File: src/rtl/dc_pkg.sv
package dc_pkg;

	localparam int MAX_POINTS = 64;
	localparam int COORD_BITS = 16;
	localparam int IDX_W      = $clog2(MAX_POINTS);
	localparam int CNT_W      = $clog2(MAX_POINTS + 1);
	localparam int LAB_W      = 7;
	localparam int EPS_W      = 15;
	localparam int MINP_W     = 7;
	localparam int ADDR_W     = 3;
	localparam int DATA_W     = 32;
	localparam int LAT        = 2;
	localparam int PASS_W     = $clog2(MAX_POINTS + LAT + 1);
	localparam int SQ_W       = 2 * COORD_BITS;
	localparam int EPSQ_W     = 2 * EPS_W;
	localparam int CMP_W      = (COORD_BITS > EPS_W) ? COORD_BITS : EPS_W;
	localparam int SUM_W      = ((SQ_W > EPSQ_W) ? SQ_W : EPSQ_W) + 1;
	localparam int CMPN_W     = ((CNT_W > MINP_W) ? CNT_W : MINP_W) + 1;

	localparam logic [LAB_W-1:0] NOISE_LAB  = '1;
	localparam logic [LAB_W-1:0] UNSEEN_LAB = '0;

	localparam logic REG_EPSILON = 1'b0;
	localparam logic REG_MINPTS  = 1'b1;

	typedef struct packed {
		logic signed [COORD_BITS-1:0] x;
		logic signed [COORD_BITS-1:0] y;
		logic [LAB_W-1:0]             lab;
		logic                         qm;
	} cell_t;

	typedef struct packed {
		logic             set_lab;
		logic [LAB_W-1:0] lab;
		logic             set_qm;
	} cell_mod_t;

	typedef struct packed {
		logic                         elig;
		logic signed [COORD_BITS-1:0] px;
		logic signed [COORD_BITS-1:0] py;
		logic signed [COORD_BITS-1:0] hx;
		logic signed [COORD_BITS-1:0] hy;
		logic [IDX_W-1:0]             k;
	} dist_req_t;

	typedef struct packed {
		logic             hit;
		logic [IDX_W-1:0] k;
	} dist_res_t;

endpackage

File: src/rtl/dc_dist.sv
module dc_dist (
	input  logic                        clk,
	input  logic                        arst_n,
	input  dc_pkg::dist_req_t           req,
	input  logic [dc_pkg::EPS_W-1:0]    epsilon,
	input  logic [dc_pkg::EPSQ_W-1:0]   eps_sq,
	output dc_pkg::dist_res_t           res
);
	import dc_pkg::*;

	logic signed [COORD_BITS:0] ddx, ddy;
	logic [COORD_BITS-1:0]      adx, ady;
	logic                       v_s1, v_s2;
	logic [COORD_BITS-1:0]      dx_s1, dy_s1;
	logic [IDX_W-1:0]           k_s1, k_s2;
	logic [SQ_W-1:0]            sqx_s2, sqy_s2;
	logic                       big_s2;
	logic [SUM_W-1:0]           sum;

	always_comb begin
		ddx = {req.px[COORD_BITS-1], req.px} - {req.hx[COORD_BITS-1], req.hx};
		ddy = {req.py[COORD_BITS-1], req.py} - {req.hy[COORD_BITS-1], req.hy};
		adx = ddx[COORD_BITS] ? COORD_BITS'(-ddx) : ddx[COORD_BITS-1:0];
		ady = ddy[COORD_BITS] ? COORD_BITS'(-ddy) : ddy[COORD_BITS-1:0];
	end

	always_ff @(posedge clk or negedge arst_n) begin
		if (!arst_n) begin
			v_s1 <= 1'b0;
			v_s2 <= 1'b0;
		end else begin
			v_s1 <= req.elig;
			v_s2 <= v_s1;
		end
	end

	always_ff @(posedge clk) begin
		dx_s1  <= adx;
		dy_s1  <= ady;
		k_s1   <= req.k;
		sqx_s2 <= SQ_W'(dx_s1) * SQ_W'(dx_s1);
		sqy_s2 <= SQ_W'(dy_s1) * SQ_W'(dy_s1);
		big_s2 <= (CMP_W'(dx_s1) > CMP_W'(epsilon)) || (CMP_W'(dy_s1) > CMP_W'(epsilon));
		k_s2   <= k_s1;
	end

	assign sum     = SUM_W'(sqx_s2) + SUM_W'(sqy_s2);
	assign res.hit = v_s2 && !big_s2 && (sum <= SUM_W'(eps_sq));
	assign res.k   = k_s2;

endmodule

File: config.mk
export PLATFORM = sky130hd
export DESIGN_NAME = dc_dist
export DESIGN_NICKNAME = d
export VERILOG_FILES = /design/src/rtl/dc_pkg.sv /design/src/rtl/dc_dist.sv
export SDC_FILE = /design/constraint.sdc
export NUM_CORES = 1
export LEC_CHECK = 0
export BUFFER_PORTS_ARGS = -buffer_cell sky130_fd_sc_hd__clkbuf_2
export CAP_MARGIN = 20
export CORE_MARGIN = 3
export CORE_UTILIZATION = 40
export DETAILED_ROUTE_END_ITERATION = 7
export GPL_TIMING_DRIVEN = 0
export HOLD_SLACK_MARGIN = 0.08
export PLACE_DENSITY = 0.58
export SLEW_MARGIN = 20
export SYNTH_ARGS = -nofsm -noshare
export SYNTH_HDL_FRONTEND = slang
export SYNTH_SLANG_ARGS = --single-unit
File: constraint.sdc
create_clock -name clk -period 11.18 [get_ports clk]
set_input_delay 2.236 -clock clk [delete_from_list [all_inputs] [get_ports clk]]
set_output_delay 2.236 -clock clk [all_outputs]
set_load 0.02 [all_outputs]
==> results by group, run 1 <==
Logic synthesis
  • Synth Flop Type: dfxtp_1
  • Post-synthesis net count: 3,271
  • Most frequent cell after synthesis: inv_1
  • Async S/R FF share, synth: 1.83%
  • EDFF count, synth: 0
  • Mean Syn Cell Area: 8.70 µm²
  • Leading area contributor after synthesis: fa_1
  • Library cells used by synthesis: 70
  • Yosys warns: 0
  • Top cells by area, synth: fa_1 (30%), ha_1 (19%), inv_1 (10%)
  • Synthesis-stage register bit count: 109
  • Commonest cells in the synthesized netlist: inv_1 (607), ha_1 (328), fa_1 (326)
  • Post-Synthesis Cells: 2,499
  • Yosys top cell area share: 30.0%
  • Sequential share of the synthesized area: 10.1%
  • Synthesized cell area: 21,700 µm²

Timing
  • Worst-margin pin slew: 0.869 ns
  • Fin. Hold Viols: 0
  • Tmin final: 8.14 ns
  • Final setup vio count: 0
  • Slew Limit Fails: 0
  • Unrepaired setup endpoints after global routing: no
  • Slew HR: 41.5%
  • Clock skew: 0.0116 ns
  • Fin crit share: 72.8%
  • TNS Setup: 0 ns
  • FMAX: 123 MHz

Detailed routing
  • Drt via density: 5.04
  • DRT Wirelength: 53,200 µm
  • Vias: 16,766
  • First DRT Iteration DRCs: 734
  • Antenna Violating Nets Remaining: 0
  • Mean routed wirelength per cell: 16.0 µm
  • Drt pass-1 iters: 5
  • DR DRC count: 0

Floorplan
  • FP Rows: 84
  • Initial Util: 40.9%
  • Die H: 239 µm
  • Core Area: 53,200 µm²
  • DIE WIDTH: 239 µm
  • Io pins: 125
  • Die area: 57,200 µm²

Outcome
  • Outcome: finished clean

Min path
  • Worst Hold End: k_s2[3]
  • Cells on Worst Hold Path: 0
  • Hold Path Class: register to register
  • HP Start: k_s1[3]

CTS
  • Post-CTS setup buffer count: 0
  • CTS tree: yes
  • CTS sink count: 109
  • Clock root buffer: clkbuf_16
  • Clk slew on worst S/H paths: 0.08 ns
  • CTS Hold Buffers Added: 0
  • H-tree depth: 3
  • Worst skew pair latency: 0.38 ns
  • CTS Buffer Depth: 2
  • Cts bufs inserted: 9
  • CTS resizes: 0

Layout
  • Fillers: 5,314
  • Ratio of cells with drive above 1 in the final layout: 6.33%
  • Finished Cell Area: 23,500 µm²
  • Synthesis-to-layout area growth: 8.24%
  • # diodes: 0
  • NumNets Final: 3,406

Global routing
  • Gr ovfl total: 0
  • Largest net degree at the start of global routing: 22
  • Antenna violations before repair: 2
  • GRT Util Overall: 19.2%
  • Vias in the first global route: 17,648
  • Global Route met2 Usage: 33.0%
  • GR Util met1: 25.6%
  • GRT busiest layer: met2
  • First-pass GRT wire length: 87,700 µm
  • Met3 GRT Util: 3.26%

Placement
  • RD Place Congestion: 0.886
  • DPL Wire Length: 46,200 µm
  • PortBufs: 124
  • Placed inst area: 23,200 µm²

Worst setup path
  • R2R Path End: sqy_s2[29]
  • CP startpoint kind: register
  • Crit Path Class: register to output port
  • Crit. End Element: output port
  • Worst path required time: 8.94 ns
  • Worst reg2reg path depth: 22
  • Flop2flop setup slack: 3.82 ns
  • Reg-to-reg startpoint: dy_s1[4]
  • CP Data Arrival Time: 5.90 ns
  • CP max FO: 5

Job
  • Max Cap Viol: 0
## cell usage in the layout, fill, tap and decap left out, types with 27 or more instances in the layout
master,n
a21o_1,58
clkbuf_2,124
nand3_1,27
o21ai_0,65
a21oi_1,114
xor2_1,39
nor2_1,109
fa_1,326
xnor2_1,102
dfxtp_1,107
and2_1,81
nor3_1,31
ha_1,328
inv_1,607
clkbuf_1,46
nand2_1,198
## worst max path at each step
stage                          from      to  slack [ns]
after detailed placement  sqx_s2[5]  res[6]        3.59
after global placement    sqx_s2[5]  res[6]        3.70
after CTS                 sqx_s2[5]  res[6]        3.12
after floorplan           eps_sq[3]  res[6]        4.97
after global routing      sqx_s2[5]  res[6]        2.65
final                     sqx_s2[5]  res[6]        3.04
## cell type report
cell class                 instances  area [µm²]  area share (%)
buffer                            46         173           0.734
clock buffer                       9         225           0.957
clock inverter                     7        83.8           0.356
inverter                         609        2290            9.71
multi-input combinational       1735       17100            72.6
sequential                       109        2190            9.32
tap                              688         861            3.66
timing repair buffer             124         621            2.64
## critical path, cell delays in order, from the launching register on
cell and delay (ns):
dfxtp_1 0.31, ha_1 0.36, a21o_1 0.20, a221oi_1 0.58, a21boi_0 0.27, a211oi_1 0.60, a21oi_1 0.26, nor2b_1 0.21
nor3_1 0.21, xnor2_1 0.15, ha_1 0.27, a21o_1 0.18, a2111oi_0 0.76, o31ai_1 0.19, o32a_1 0.40, a21oi_1 0.34
clkbuf_2 0.25
## through the flow
step           hold slack (ns)  std cells  utilization, %  setup slack (ns)
5_1_grt                  0.339       3327            44.2              2.65
3_3_place_gp             0.314       3311            43.7              3.70
4_1_cts                  0.334       3327            44.2              3.12
3_5_place_dp             0.314       3311            43.7              3.59
6_report                 0.331       3327            44.2              3.04
2_1_floorplan            0.310       2499               -              4.97
## flip-flops by register name (all words and copies together), names as in the netlist
| register | flops |
|---|---|
| sqy_s2 | 31 |
| k_s1 | 6 |
| v_s2 | 1 |
| sqx_s2 | 31 |
| dy_s1 | 16 |
| k_s2 | 6 |
| dx_s1 | 16 |
| v_s1 | 1 |
| big_s2 | 1 |
## cells by family after synthesis
logic type               share of synthesized area (%)
XOR/XNOR                                          5.68
multiplexers                                     0.299
AO/OA/AOI/OAI                                     11.3
adder cells (fa/ha/maj)                           48.9
buffers and inverters                             11.3
AND/OR/NAND/NOR                                   12.4
flip-flops                                        10.1
## metal layers
layer | routed length [µm] | part of all wire [%]
met5 | 13 | 0.024
met4 | 1040 | 2.0
met3 | 2970 | 5.6
met2 | 25100 | 47
met1 | 24100 | 45
Power of run 1 is left out: the tool's default activity adds up to more than one toggle a clock period on the data nets, which glitch-free logic cannot reach.
==> run 2, diff against run 1 <==
Settings changed: ABC_AREA set to 1.
Clock period 11.18 ns to 8.1 ns, I/O delays scaled along.
==> run 2 against run 1 <==
  * Clock-buffer cell count is the same
  * Synthesized area grew 5.0%
  * Design area grew 4.9%
  * Via count grew 8.4%
  * Sequential cell count is the same
  * Die area grew 4.9%
  * Cell count grew 17%
  * Non-clock buffer count grew 19
  * Synthesized cell count grew 19%
  * Core utilization grew 0.051 points
  * Largest cell class unchanged
==> results by group, run 2 <==
Logic synthesis
  • Synthesized cell area: 22,800 µm²
  • Yosys top cell area share: 28.6%
  • Leading area contributor after synthesis: fa_1
  • Synth Area in Compound Gates: 7.87%
  • Synth Flop Type: dfxtp_1
  • Combinational family with the most area after synthesis: adder cells
  • Sequential share of the synthesized area: 9.60%
  • Most frequent cell after synthesis: inv_1
  • Async S/R FF share, synth: 1.83%
  • Post-Synthesis Cells: 2,986
  • Top cells by area, synth: fa_1 (29%), ha_1 (18%), inv_1 (13%)
  • Library cells used by synthesis: 48
  • Post-synthesis net count: 3,758
  • Synth Area in Adders: 46.6%
  • Mean Syn Cell Area: 7.64 µm²
  • Yosys warns: 0
  • Commonest cells in the synthesized netlist: inv_1 (809), nand2_1 (591), ha_1 (328)
  • Synthesis-stage register bit count: 109
  • XOR/XNOR Fraction of Synth Area: 5.36%
  • EDFF count, synth: 0
  • Post-Synth Simple-Gate Area: 16.2%
  • Multiplexer share of the synthesized area: 0%

Worst setup path
  • Reg-to-reg startpoint: dy_s1[8]
  • Setup crit end: sqy_s2[27]
  • Critical path depth: 22
  • Delay-heaviest family, CP: adder cells
  • R2R Path End: sqy_s2[27]
  • Max incr delay on CP: 0.69 ns
  • Worst Setup SP: dy_s1[8]
  • Worst reg2reg path depth: 22
  • CP max FO: 10
  • Critical path buffers and inverters: 8
  • Worst path required time: 8.36 ns
  • Crit Path Class: register to register
  • Crit. End Element: register
  • Crit-path slowest cell: clkbuf_1
  • Critical-path cell list: clkbuf_1 > clkbuf_1 > nand2_1 > fa_1 > inv_1 > fa_1 > inv_1 > fa_1 > inv_1 > fa_1 > fa_1 > inv_1 > fa_1 > inv_1 > ha_1 > nand2_1 > nor2_1 > inv_1 > o21ai_0 > a21oi_1 > o21ai_0 > xor2_1
  • Flop2flop setup slack: 1.00 ns
  • CP startpoint kind: register
  • CP Data Arrival Time: 7.36 ns

Detailed routing
  • Vias: 18,177
  • Mean routed wirelength per cell: 14.8 µm
  • Antenna Violating Nets Remaining: 0
  • Drt via density: 4.69
  • First DRT Iteration DRCs: 922
  • DR DRC count: 0
  • DRT Wirelength: 57,500 µm
  • Drt pass-1 iters: 7

CTS
  • Cts bufs inserted: 9
  • CTS resizes: 0
  • CTS Hold Buffers Added: 0
  • Clock root buffer: clkbuf_16
  • Post-CTS setup buffer count: 0
  • CTS Buffer Depth: 2
  • Worst skew pair latency: 0.37 ns
  • CTS sink count: 109
  • H-tree depth: 3
  • Clk slew on worst S/H paths: 0.08 ns
  • CTS tree: yes

Min path
  • Cells on Worst Hold Path: 0
  • Hold Path Class: register to register

Placement
  • PortBufs: 124
  • RD Place Congestion: 0.914
  • DPL Wire Length: 50,600 µm
  • Placed Cells incl. Taps: 3,858

Outcome
  • Outcome: finished clean

Timing
  • TNS Setup: 0 ns
  • FMAX: 141 MHz
  • Tmin final: 7.10 ns
  • Fin crit share: 87.6%
  • Fin. Hold Viols: 0
  • Unrepaired setup endpoints after global routing: no
  • Slew Limit Fails: 0
  • Hold WS: 0.330 ns
  • Clock skew: 0.00781 ns
  • Final setup vio count: 0
  • Worst-margin pin slew: 0.824 ns
  • Slew HR: 45.1%

Global routing
  • Largest net degree at the start of global routing: 22
  • First-pass GRT wire length: 94,300 µm
  • Antenna violations before repair: 8
  • GRT Util Overall: 19.7%
  • Vias in the first global route: 18,680
  • Gr ovfl total: 0

Layout
  • Top Registers: sqx_s2 (31), sqy_s2 (31)
  • Synthesis-to-layout area growth: 8.17%
  • Commonest non-fill, non-tap cell in the layout: inv_1
  • Commonest cells after routing, fill and taps aside: inv_1 (809), nand2_1 (591), ha_1 (328), fa_1 (326), nor2_1 (145)
  • Ratio of cells with drive above 1 in the final layout: 5.47%
  • NumNets Final: 3,893
  • Non-Filler Instances: 3,876

Floorplan
  • Core Area: 55,700 µm²
  • Die H: 245 µm
  • Die area: 60,000 µm²
  • Io pins: 125
  • FP Rows: 86
  • DIE WIDTH: 245 µm
  • Initial Util: 40.9%

Job
  • Max Cap Viol: 0
==> run 2: cell count changes after synthesis, sizes merged, moves of 21 or more <==
cell / change
and3: -21
a21o: -42
nand2: +399
and2: -81
inv: +203
xor2: +51
nand3: +55
nor2: +38
xnor2: -57
a21oi: +30
==> run 2: area by class of cell <==
cell class	count	area [µm²]
tap	748	936
multi-input combinational	2002	17300
inverter	810	3040
fill	5858	31000
clock buffer	9	225
antenna	2	5.00
buffer	65	253
sequential	109	2190
clock inverter	7	78.8
timing repair buffer	124	621
==> run 2: how the worst min path moves through the flow <==
stage | end | from | slack (ns)
after CTS | k_s2[0] | k_s1[0] | 0.33
after detailed placement | k_s2[0] | k_s1[0] | 0.31
final | k_s2[5] | k_s1[5] | 0.33
after global placement | k_s2[1] | k_s1[1] | 0.31
after floorplan | k_s2[0] | k_s1[0] | 0.31
after global routing | k_s2[4] | k_s1[4] | 0.34
==> run 2: layer usage <==
layer  up-vias  GRT usage [%]  wire length (µm)
met1      8404           28.0             27800
met2       434           32.5             25600
met3        47           3.16              3280
met4         8           2.83               709
met5         -              0                55
li1       9284              -                 -
==> run 2: per-stage QoR <==
| step | cell area, µm² | utilization [%] | worst slack (ns) |
|---|---|---|---|
| CTS | 24700 | 44.3 | 0.961 |
| global route | 24700 | 44.3 | 0.495 |
| finish | 24700 | 44.3 | 1.00 |
| global placement | 24400 | 43.7 | 1.00 |
| detailed placement | 24400 | 43.7 | 1.02 |
| floorplan | 22800 | - | 2.55 |
==> run 2: cell families after synthesis <==
group / after synthesis
AO/OA/AOI/OAI: 312
XOR/XNOR: 135
adder cells (fa/ha/maj): 654
buffers and inverters: 875
flip-flops: 109
AND/OR/NAND/NOR: 901
Power of run 2 is left out for the same reason.
