`config.mk`:
```
export PLATFORM = sky130hd
export DESIGN_NAME = dc_cell
export DESIGN_NICKNAME = d
export VERILOG_FILES = /design/src/rtl/dc_pkg.sv /design/src/rtl/dc_cell.sv
export SDC_FILE = /design/constraint.sdc
export NUM_CORES = 1
export LEC_CHECK = 0
export ABC_CLOCK_PERIOD_IN_PS = 2300
export BUFFER_PORTS_ARGS = -buffer_cell sky130_fd_sc_hd__buf_2
export CORE_UTILIZATION = 45
export CTS_CLUSTER_SIZE = 28
export DETAILED_ROUTE_END_ITERATION = 16
export PLACE_DENSITY_LB_ADDON = 0.05
export SKIP_CTS_REPAIR_TIMING = 1
export SLEW_MARGIN = 10
export SYNTH_ARGS = -nofsm -noshare
export SYNTH_HDL_FRONTEND = slang
export SYNTH_SLANG_ARGS = --single-unit
```
`constraint.sdc`:
```
create_clock -name clk -period 2.3 [get_ports clk]
set_clock_uncertainty 0.2 [all_clocks]
set_input_delay 0.46 -clock clk [delete_from_list [all_inputs] [get_ports clk]]
set_output_delay 0.46 -clock clk [all_outputs]
set_load 0.1 [all_outputs]
```
`src/rtl/dc_pkg.sv`:
```
package dc_pkg;

	localparam int MAX_POINTS = 64;
	localparam int COORD_BITS = 16;
	localparam int IDX_W      = $clog2(MAX_POINTS);
	localparam int CNT_W      = $clog2(MAX_POINTS + 1);
	localparam int LAB_W      = 7;
	localparam int EPS_W      = 15;
	localparam int MINP_W     = 7;
	localparam int ADDR_W     = 3;
	localparam int DATA_W     = 32;
	localparam int LAT        = 2;
	localparam int PASS_W     = $clog2(MAX_POINTS + LAT + 1);
	localparam int SQ_W       = 2 * COORD_BITS;
	localparam int EPSQ_W     = 2 * EPS_W;
	localparam int CMP_W      = (COORD_BITS > EPS_W) ? COORD_BITS : EPS_W;
	localparam int SUM_W      = ((SQ_W > EPSQ_W) ? SQ_W : EPSQ_W) + 1;
	localparam int CMPN_W     = ((CNT_W > MINP_W) ? CNT_W : MINP_W) + 1;

	localparam logic [LAB_W-1:0] NOISE_LAB  = '1;
	localparam logic [LAB_W-1:0] UNSEEN_LAB = '0;

	localparam logic REG_EPSILON = 1'b0;
	localparam logic REG_MINPTS  = 1'b1;

	typedef struct packed {
		logic signed [COORD_BITS-1:0] x;
		logic signed [COORD_BITS-1:0] y;
		logic [LAB_W-1:0]             lab;
		logic                         qm;
	} cell_t;

	typedef struct packed {
		logic             set_lab;
		logic [LAB_W-1:0] lab;
		logic             set_qm;
	} cell_mod_t;

	typedef struct packed {
		logic                         elig;
		logic signed [COORD_BITS-1:0] px;
		logic signed [COORD_BITS-1:0] py;
		logic signed [COORD_BITS-1:0] hx;
		logic signed [COORD_BITS-1:0] hy;
		logic [IDX_W-1:0]             k;
	} dist_req_t;

	typedef struct packed {
		logic             hit;
		logic [IDX_W-1:0] k;
	} dist_res_t;

endpackage

```
`src/rtl/dc_cell.sv`:
```
module dc_cell (
	input  logic                                 clk,
	input  logic                                 arst_n,
	input  logic                                 rotate,
	input  dc_pkg::cell_t                        nxt,
	input  dc_pkg::cell_mod_t                    mods,
	input  logic                                 we,
	input  logic signed [dc_pkg::COORD_BITS-1:0] wx,
	input  logic signed [dc_pkg::COORD_BITS-1:0] wy,
	input  logic                                 clr_lab,
	input  logic                                 clr_qm,
	output dc_pkg::cell_t                        st
);
	import dc_pkg::*;

	logic signed [COORD_BITS-1:0] x_q, y_q;
	logic [LAB_W-1:0]             lab_q;
	logic                         qm_q;
	cell_t                        cur;
	cell_t                        d;

	assign cur = {x_q, y_q, lab_q, qm_q};

	always_comb begin
		d = rotate ? nxt : cur;
		if (mods.set_lab) begin
			d.lab = mods.lab;
		end
		if (mods.set_qm) begin
			d.qm = 1'b1;
		end
		if (clr_qm) begin
			d.qm = 1'b0;
		end
		if (clr_lab) begin
			d.lab = UNSEEN_LAB;
		end
		if (we) begin
			d.x = wx;
			d.y = wy;
		end
	end

	always_ff @(posedge clk or negedge arst_n) begin
		if (!arst_n) begin
			lab_q <= UNSEEN_LAB;
			qm_q  <= 1'b0;
		end else begin
			lab_q <= d.lab;
			qm_q  <= d.qm;
		end
	end

	always_ff @(posedge clk) begin
		x_q <= d.x;
		y_q <= d.y;
	end

	assign st = cur;

endmodule

```
==> results of run 1 <==
layout make-up:
cell class | instances | area, sq um | share of cell area [%]
clock buffer | 7 | 76.32 | 2.879
clock inverter | 1 | 3.754 | 0.1416
inverter | 2 | 7.507 | 0.2832
tap | 50 | 62.56 | 2.360
multi-input combinational | 56 | 656.9 | 24.78
sequential | 40 | 1161 | 43.79
timing repair buffer | 131 | 683.2 | 25.77
power by group:
group          total [W]  internal [W]  switching (W)
combinational   0.000826      0.000183       0.000643
sequential      0.000888      0.000866      0.0000213
clock           0.000432      0.000211       0.000221
total            0.00215       0.00126       0.000885
stage by stage:
stage,cell area (sq um),util (%),std cells,setup WS [ns]
5_1_grt,2651,65.34,287,0.5281
6_report,2651,65.34,287,0.5497
2_1_floorplan,1916,-,104,0.2273
4_1_cts,2641,65.09,286,0.5412
3_3_place_gp,2561,63.12,278,0.5509
3_5_place_dp,2561,63.12,278,0.5142
flip-flops by register name, indices dropped and copies added (netlist names):
name   cells
y_q       16
qm_q       1
lab_q      7
x_q       16
how the worst max path moves through the flow:
stage / startpoint / endpoint / cells past startpoint
2_1_floorplan: we / x_q[0]$_DFFE_PP_ / 3
3_3_place_gp: we / y_q[0]$_DFFE_PP_ / 3
3_5_place_dp: we / y_q[0]$_DFFE_PP_ / 3
4_1_cts: lab_q[3]$_DFFE_PN0P_ / st[4] / 1
5_1_grt: lab_q[3]$_DFFE_PN0P_ / st[4] / 1
6_report: lab_q[3]$_DFFE_PN0P_ / st[4] / 1
cells by family after synthesis:
group / Yosys count
AOI/OAI and AO/OA: 8
buffers and inverters: 8
DFF: 40
muxes: 40
and+or+nand+nor: 8
cell usage in the layout, fill, tap and decap left out:
cell type	instances
dlygate4sd3_1	1
inv_1	2
or2_1	1
clkinv_1	1
buf_2	126
dfrtp_1	8
nor2b_1	7
clkbuf_1	2
clkbuf_8	5
a211oi_1	7
mux2i_1	8
edfxtp_1	32
buf_12	1
buf_4	3
a21oi_1	1
mux2_4	29
mux2_2	3
per-layer routing:
metal  GRT usage, %  up-vias  share of wire, %
li1               -      655                 -
met1          18.76      650                38
met2          31.13       70                52
met3          5.236        7               8.4
met4          7.979        0               1.4
met5              0        -                 0
==> flow_summary.toml, run 1 <==
[status]
status = "completed"

[logic_synthesis]
synth_xor_area_share_pct = 0
synth.avg_cell_area_sq_um = 18.42
synth_top_family_by_area = "multiplexers"
ys_seq_area_share_pct = 60.61
synth.cell_area_sq_um = 1916
synthCells = 104
synthAdderAreaFrac_pct = 0
synth_area_leaders = "edfxtp_1 50%, mux2_4 23%, dfrtp_1 10%"
synth_top_area_share_pct = 50.16
yosysUniqueCellTypes = 13
synth_seq_cells = 40
synth_edf_count = 32
synthTopCellsByCount = "32 x edfxtp_1, 29 x mux2_4, 8 x dfrtp_1, 8 x mux2i_1"
async_flop_share_pct = 20.00
synth_most_common_cell = "edfxtp_1"
syn_nets = 191
synth_flop_cell = "edfxtp_1"
ys.warnings.count = 0
synthSimpleGateAreaFrac_pct = 2.613
synth_top_area_cell = "edfxtp_1"
synth-compound-area-share_pct = 3.005
synth.area.mux_share_pct = 28.67

[worst_setup_path]
cp.arrival_ns = 1.09
crit_type = "reg2out"
reg2reg_from = "lab_q[2]$_DFFE_PN0P_"
cpPeakStageDelay_ns = 0.43
reg2reg_slack_ns = 1.30
start_kind = "flop"
crit_required_ns = 1.64
crit_family = "buffers and inverters"
crit_buf_inv = 1
crit_path_end_kind = "output pin"
reg2regPathDepth = 2
path_max_fanout = 2
cp_slowest_cell = "buf_2"
reg2reg_to = "lab_q[2]$_DFFE_PN0P_"
crit_path_cell_trace = "buf_2"

[route]
ant_nets = 0
drc = 0
wl_per_cell_um = 14.08
via_per_inst = 4.815
drt_wl_total_um = 4041
vias = 1382
drt_iter0_drc = 61
dr.pass1.iters = 4

[floorplan]
die_area_sq_um = 4522
die_w_um = 67.25
boundaryPins = 127
core-area_sq_um = 4058
start_util_pct = 47.21
num_rows = 23
die_h_um = 67.25

[power_and_ir_drop]
p_per_area_nw_per_um2 = 809.2
ir_drop_mv = 0.4401
finalPower_w = 0.002145
leakagePower_nw = 1.331

[placed_design]
place_congestion = 0.6722
dp_hpwl_um = 3177
port_buffers = 126

[sta]
tightest_slew_ns = 0.4986
slew_violations = 0
hold_viol = 0
setup_viol = 0
relSlewSlack_pct = 66.99
fin_crit_sh_pct = 76.10
setup_tns_ns = 0
layout_min_cycle_time_ns = 1.750
hold_ws_ns = 0.1191
rsz0062_at_grt = "no"
max_freq_mhz = 571.3

[clock_network]
clock_path_buffers = 2
path_clk_slew_ns = 0.07
clock_sinks = 40
root_buffer = "clkbuf_8"
cts_tree = "built"
htreeDepth = 2
insertion_delay_ns = 0.28
cts_made_buffers = 5

[hold_path]
hp-class = "in2reg"
hold_start = "clr_qm"
min_to = "qm_q$_DFFE_PN0P_"
worstHoldPathCells = 2

[global_route]
grt_use_total_pct = 17.43
first_global_vias = 1288
grt_pass1_wl_um = 5664
grt_max_degree = 21
antenna_found_initial = 0
grt_overflow = 0

[flow_run]
max_cap_viol_count = 0

[cells_and_area]
n_antenna_cell = 0
fill_cells = 328
layout-drive-gt1-share_pct = 70.46
layout.nets = 323
area_delta_synth_final_pct = 38.41
Note: power is estimated with default switching activity, not from simulation.
==> run 2, diff against run 1 <==
--- a/config.mk
+++ b/config.mk
@@ -5,9 +5,9 @@
 export SDC_FILE = /design/constraint.sdc
 export NUM_CORES = 1
 export LEC_CHECK = 0
-export ABC_CLOCK_PERIOD_IN_PS = 2300
+export ABC_CLOCK_PERIOD_IN_PS = 1600
 export BUFFER_PORTS_ARGS = -buffer_cell sky130_fd_sc_hd__buf_2
-export CORE_UTILIZATION = 45
+export CORE_UTILIZATION = 38
 export CTS_CLUSTER_SIZE = 28
 export DETAILED_ROUTE_END_ITERATION = 16
 export PLACE_DENSITY_LB_ADDON = 0.05
==> constraint.sdc (replaced) <==
create_clock -name clk -period 1.6 [get_ports clk]
set_clock_uncertainty 0.2 [all_clocks]
set_input_delay 0.32 -clock clk [delete_from_list [all_inputs] [get_ports clk]]
set_output_delay 0.32 -clock clk [all_outputs]
set_load 0.1 [all_outputs]
==> flow_summary.toml, run 2 (synthesis gave the netlist of run 1 again) <==
[worst_setup_path]
crit_type = "reg2out"
reg2reg_to = "lab_q[4]$_DFFE_PN0P_"
crit_buf_inv = 1
reg2regPathDepth = 2
reg2reg_slack_ns = 0.59
crit_path_cell_trace = "buf_2"
start_kind = "flop"
crit_path_end_kind = "output pin"
cpPeakStageDelay_ns = 0.42
path_max_fanout = 1
cp.arrival_ns = 1.05
crit_required_ns = 1.08
crit_family = "buffers and inverters"
reg2reg_from = "lab_q[4]$_DFFE_PN0P_"
cp_slowest_cell = "buf_2"

[route]
vias = 1364
dr.pass1.iters = 3
ant_nets = 0
drt_wl_total_um = 4052
via_per_inst = 4.487
drt_iter0_drc = 34
wl_per_cell_um = 13.33
drc = 0

[placed_design]
pre_cts_ws_ns = 0.03605
dpl_cell_area_sq_um = 2680
dp_hpwl_um = 3190
port_buffers = 126
place_congestion = 0.6956

[cells_and_area]
reg_top3 = "x_q (16), y_q (16), lab_q (7)"
layout-drive-gt1-share_pct = 70.89
final_cell_mix = "110 x buf_2, 32 x edfxtp_1, 29 x mux2_4"
layout_commonest_cell = "buf_2"
stdcell_area_sq_um = 2806
area_delta_synth_final_pct = 46.51
layout.nets = 323
n_antenna_cell = 0

[power_and_ir_drop]
p_per_area_nw_per_um2 = 1131
leakagePower_nw = 1.373
ir_drop_mv = 0.5939

[global_route]
grt_max_degree = 33
antenna_found_initial = 0
first_global_vias = 1375
grt_use_total_pct = 14.97
grt_overflow = 0
grt_pass1_wl_um = 5858

[status]
status = "completed"

[flow_run]
max_cap_viol_count = 0

[clock_network]
cts_made_buffers = 5
cts_tree = "built"
root_buffer = "clkbuf_8"
clock_path_buffers = 2
insertion_delay_ns = 0.28
htreeDepth = 2
clock_sinks = 40
path_clk_slew_ns = 0.08

[sta]
layout_min_cycle_time_ns = 1.568
relSlewSlack_pct = 67.17
tightest_slew_ns = 0.4958
worst_slack_ns = 0.03158
hold_ws_ns = 0.05672
fin_crit_sh_pct = 98.03
max_freq_mhz = 637.6
hold_viol = 0
setup_tns_ns = 0
rsz0062_at_grt = "no"
slew_violations = 0
setup_viol = 0

[hold_path]
min_to = "qm_q$_DFFE_PN0P_"
hold_start = "mods[0]"
worstHoldPathCells = 3
hp-class = "in2reg"

[floorplan]
die_w_um = 73
num_rows = 25
boundaryPins = 127
die_area_sq_um = 5329
start_util_pct = 40.03
core-area_sq_um = 4786
die_h_um = 73
## run 2: cell types whose count changed in the layout (fill, tap and decap cells not counted), moves of 2 or more
| cell | delta |
|---|---|
| buf_2 | -16 |
| buf_12 | +7 |
| buf_4 | -2 |
| clkbuf_4 | +10 |
## run 2: cell type report
cell class,instances,area (sq um)
Sequential cell,40,1161
Clock buffer,7,76.32
Fill cell,410,1979
Inverter,2,7.507
Clock inverter,1,5.005
Multi-Input combinational cell,56,659.4
Timing Repair Buffer,131,813.3
Tap cell,67,83.83
## run 2: worst max path at each step
| stage | endpoint | startpoint | depth (start not counted) | slack, ns |
|---|---|---|---|---|
| after detailed placement | x_q[6]$_DFFE_PP_ | we | 2 | 0.04 |
| after global placement | x_q[12]$_DFFE_PP_ | we | 2 | 0.11 |
| final | st[8] | y_q[0]$_DFFE_PP_ | 1 | 0.03 |
| after floorplan | lab_q[0]$_DFFE_PN0P_ | lab_q[0]$_DFFE_PN0P_ | 2 | 0.02 |
| after CTS | st[13] | y_q[5]$_DFFE_PP_ | 1 | -0.007 |
| after global routing | st[24] | x_q[0]$_DFFE_PP_ | 1 | 0.005 |
## run 2: worst min-delay path: cells and delay by family
| kind | cells | cell delay, ns |
|---|---|---|
| AO/OA/AOI/OAI | 1 | 0.05 |
| buffers and inverters | 2 | 0.13 |
## run 2: where the power goes
group | switching, W | leakage, nW | internal (W)
Sequential | 0.0000361 | 0.428 | 0.00125
Clock | 0.000332 | 0.0422 | 0.000306
Combinational | 0.000928 | 0.902 | 0.000324
## run 2: metal layers
metal | track usage [%] | wire length (um)
met1 | 15.19 | 1495
met2 | 27.88 | 2159
met3 | 5.525 | 348
met4 | 5.229 | 48
met5 | 0 | 0
## run 2: through the flow
step                      total power, W  cells  utilization [%]
after floorplan                 0.002270    104                -
after global placement          0.002535    294            56.00
after detailed placement        0.002551    294            56.00
after CTS                       0.003187    302            57.70
after global routing            0.003282    304            58.64
final                           0.003173    304            58.64
==> run 3, diff against run 2 <==
--- a/config.mk
+++ b/config.mk
@@ -5,9 +5,11 @@
 export SDC_FILE = /design/constraint.sdc
 export NUM_CORES = 1
 export LEC_CHECK = 0
+export ABC_AREA = 1
 export ABC_CLOCK_PERIOD_IN_PS = 1600
 export BUFFER_PORTS_ARGS = -buffer_cell sky130_fd_sc_hd__buf_2
-export CORE_UTILIZATION = 38
+export CORE_MARGIN = 3
+export CORE_UTILIZATION = 37
 export CTS_CLUSTER_SIZE = 28
 export DETAILED_ROUTE_END_ITERATION = 16
 export PLACE_DENSITY_LB_ADDON = 0.05
==> flow_summary.toml, run 3 <==
[clock_network]
clock_path_buffers = 2
cts_made_buffers = 5
cts_tree = "built"
insertion_delay_ns = 0.28
root_buffer = "clkbuf_8"
htreeDepth = 2
path_clk_slew_ns = 0.07
clock_sinks = 40

[logic_synthesis]
synth_edf_count = 32
synthSimpleGateAreaFrac_pct = 31.97
ys.warnings.count = 0
async_flop_share_pct = 20.00
synthAdderAreaFrac_pct = 0
ys_seq_area_share_pct = 62.32
synthTopCellsByCount = "135 x nand2_1, 32 x edfxtp_1, 9 x nand3_1"
synth_top_area_cell = "edfxtp_1"
yosysUniqueCellTypes = 12
synth.area.mux_share_pct = 0
synth_most_common_cell = "nand2_1"
synth_xor_area_share_pct = 0
syn_nets = 290
synthCells = 203
synth.avg_cell_area_sq_um = 9.178
synth_area_leaders = "edfxtp_1 52%, nand2_1 27%, dfrtp_1 11%"
synth_seq_cells = 40
synth.cell_area_sq_um = 1863
synth_top_area_share_pct = 51.58
synth_flop_cell = "edfxtp_1"
synth-compound-area-share_pct = 0
synth_top_family_by_area = "simple AND/OR/NAND/NOR gates"

[sta]
setup_tns_ns = 0
max_freq_mhz = 640.9
slew_violations = 0
fin_crit_sh_pct = 97.52
rsz0062_at_grt = "no"
tightest_slew_ns = 0.5006
worst_slack_ns = 0.03974
layout_min_cycle_time_ns = 1.560
relSlewSlack_pct = 66.85
hold_viol = 0
setup_viol = 0
hold_ws_ns = 0.09545

[route]
vias = 1710
dr.pass1.iters = 4
wl_per_cell_um = 11.23
drt_iter0_drc = 69
drt_wl_total_um = 4479
via_per_inst = 4.286
ant_nets = 0
drc = 0

[worst_setup_path]
cp.arrival_ns = 1.04
path_max_fanout = 1
reg2regPathDepth = 2
reg2reg_to = "lab_q[1]$_DFFE_PN0P_"
cpPeakStageDelay_ns = 0.42
reg2reg_from = "lab_q[1]$_DFFE_PN0P_"
crit_family = "buffers and inverters"
cp_slowest_cell = "buf_2"
start_kind = "flop"
crit_type = "reg2out"
reg2reg_slack_ns = 0.72
crit_required_ns = 1.08
crit_path_cell_trace = "buf_2"
crit_path_end_kind = "output pin"
crit_buf_inv = 1

[global_route]
grt_pass1_wl_um = 7265
grt_overflow = 0
grt_max_degree = 33
antenna_found_initial = 0
first_global_vias = 1651
grt_use_total_pct = 15.41

[floorplan]
die_w_um = 76.96
die_h_um = 76.96
core-area_sq_um = 4786
start_util_pct = 38.93
boundaryPins = 127
die_area_sq_um = 5923
num_rows = 25

[cells_and_area]
layout.nets = 418
area_delta_synth_final_pct = 51.85
instances_no_fill = 399
n_antenna_cell = 0
reg_top3 = "x_q (16), y_q (16), lab_q (7)"
final_util_pct = 59.11
final_cell_mix = "134 x nand2_1, 111 x buf_2, 32 x edfxtp_1"
layout-drive-gt1-share_pct = 42.17
layout_commonest_cell = "nand2_1"

[placed_design]
port_buffers = 126
place_congestion = 0.7376
dpl.cell_count = 390
pre_cts_ws_ns = 0.2291
dp_hpwl_um = 3464

[power_and_ir_drop]
leakagePower_nw = 1.540
p_per_area_nw_per_um2 = 1165
ir_drop_mv = 0.4686

[hold_path]
min_to = "qm_q$_DFFE_PN0P_"
worstHoldPathCells = 4
hp-class = "in2reg"
hold_start = "mods[0]"

[status]
status = "completed"

[flow_run]
max_cap_viol_count = 0
==> run 3: changes by cell type in the layout (fill, tap and decap cells not counted), moves of 3 or more <==
| cell | delta |
|---|---|
| a211oi_1 | -7 |
| buf_12 | +4 |
| clkbuf_4 | -6 |
| inv_1 | +3 |
| mux2_2 | -3 |
| mux2_4 | -29 |
| mux2i_1 | -8 |
| nand2_1 | +134 |
| nand3_1 | +9 |
| nor2b_1 | -7 |
==> run 3: worst min-delay path, delay by kind of cell <==
family,cells,cell delay (ns)
buf+inv,1,0.09
simple gates,3,0.14
==> run 3: kinds of logic (layout without fill, tap and decap cells) <==
logic type	after synthesis	in the layout
DFF	40	40
and+or+nand+nor	147	147
buffers and inverters	16	145
==> run 3: where the power goes <==
part	total, W	leakage [nW]	internal (W)	switching (W)
Sequential	0.00129	0.435	0.00125	0.0000406
Combinational	0.00123	1.05	0.000273	0.000960
Clock	0.000776	0.0532	0.000454	0.000323
==> run 3: metrics by stage <==
stage | total power, W | cell area (sq um)
after floorplan | 0.002226 | 1866
after global placement | 0.002538 | 2703
after detailed placement | 0.002545 | 2703
after CTS | 0.003331 | 2809
after global routing | 0.003424 | 2829
final | 0.003296 | 2829
==> run 3: worst max-delay path by stage <==
stage / start / endpoint / depth (start not counted)
floorplan: we / x_q[0]$_DFFE_PP_ / 4
global placement: rotate / y_q[13]$_DFFE_PP_ / 4
detailed placement: rotate / y_q[13]$_DFFE_PP_ / 4
CTS: x_q[10]$_DFFE_PP_ / st[34] / 1
global route: x_q[9]$_DFFE_PP_ / st[33] / 1
finish: x_q[9]$_DFFE_PP_ / st[33] / 1
==> run 3: per-layer routing <==
layer,GRT usage [%],wire length [um],vias up
met5,0,0,-
met4,5.616,59,0
met3,6.103,414,5
met2,26.22,2177,72
met1,17.40,1829,740
li1,-,-,893
==> run 3: layout make-up <==
type / instances / area (sq um)
clock buffer: 5 / 68.82
fill: 458 / 1957
inverter: 7 / 28.78
tap: 67 / 83.83
timing repair buffer: 130 / 850.8
sequential: 40 / 1161
multi-input combinational: 147 / 598.1
clock inverter: 3 / 37.54
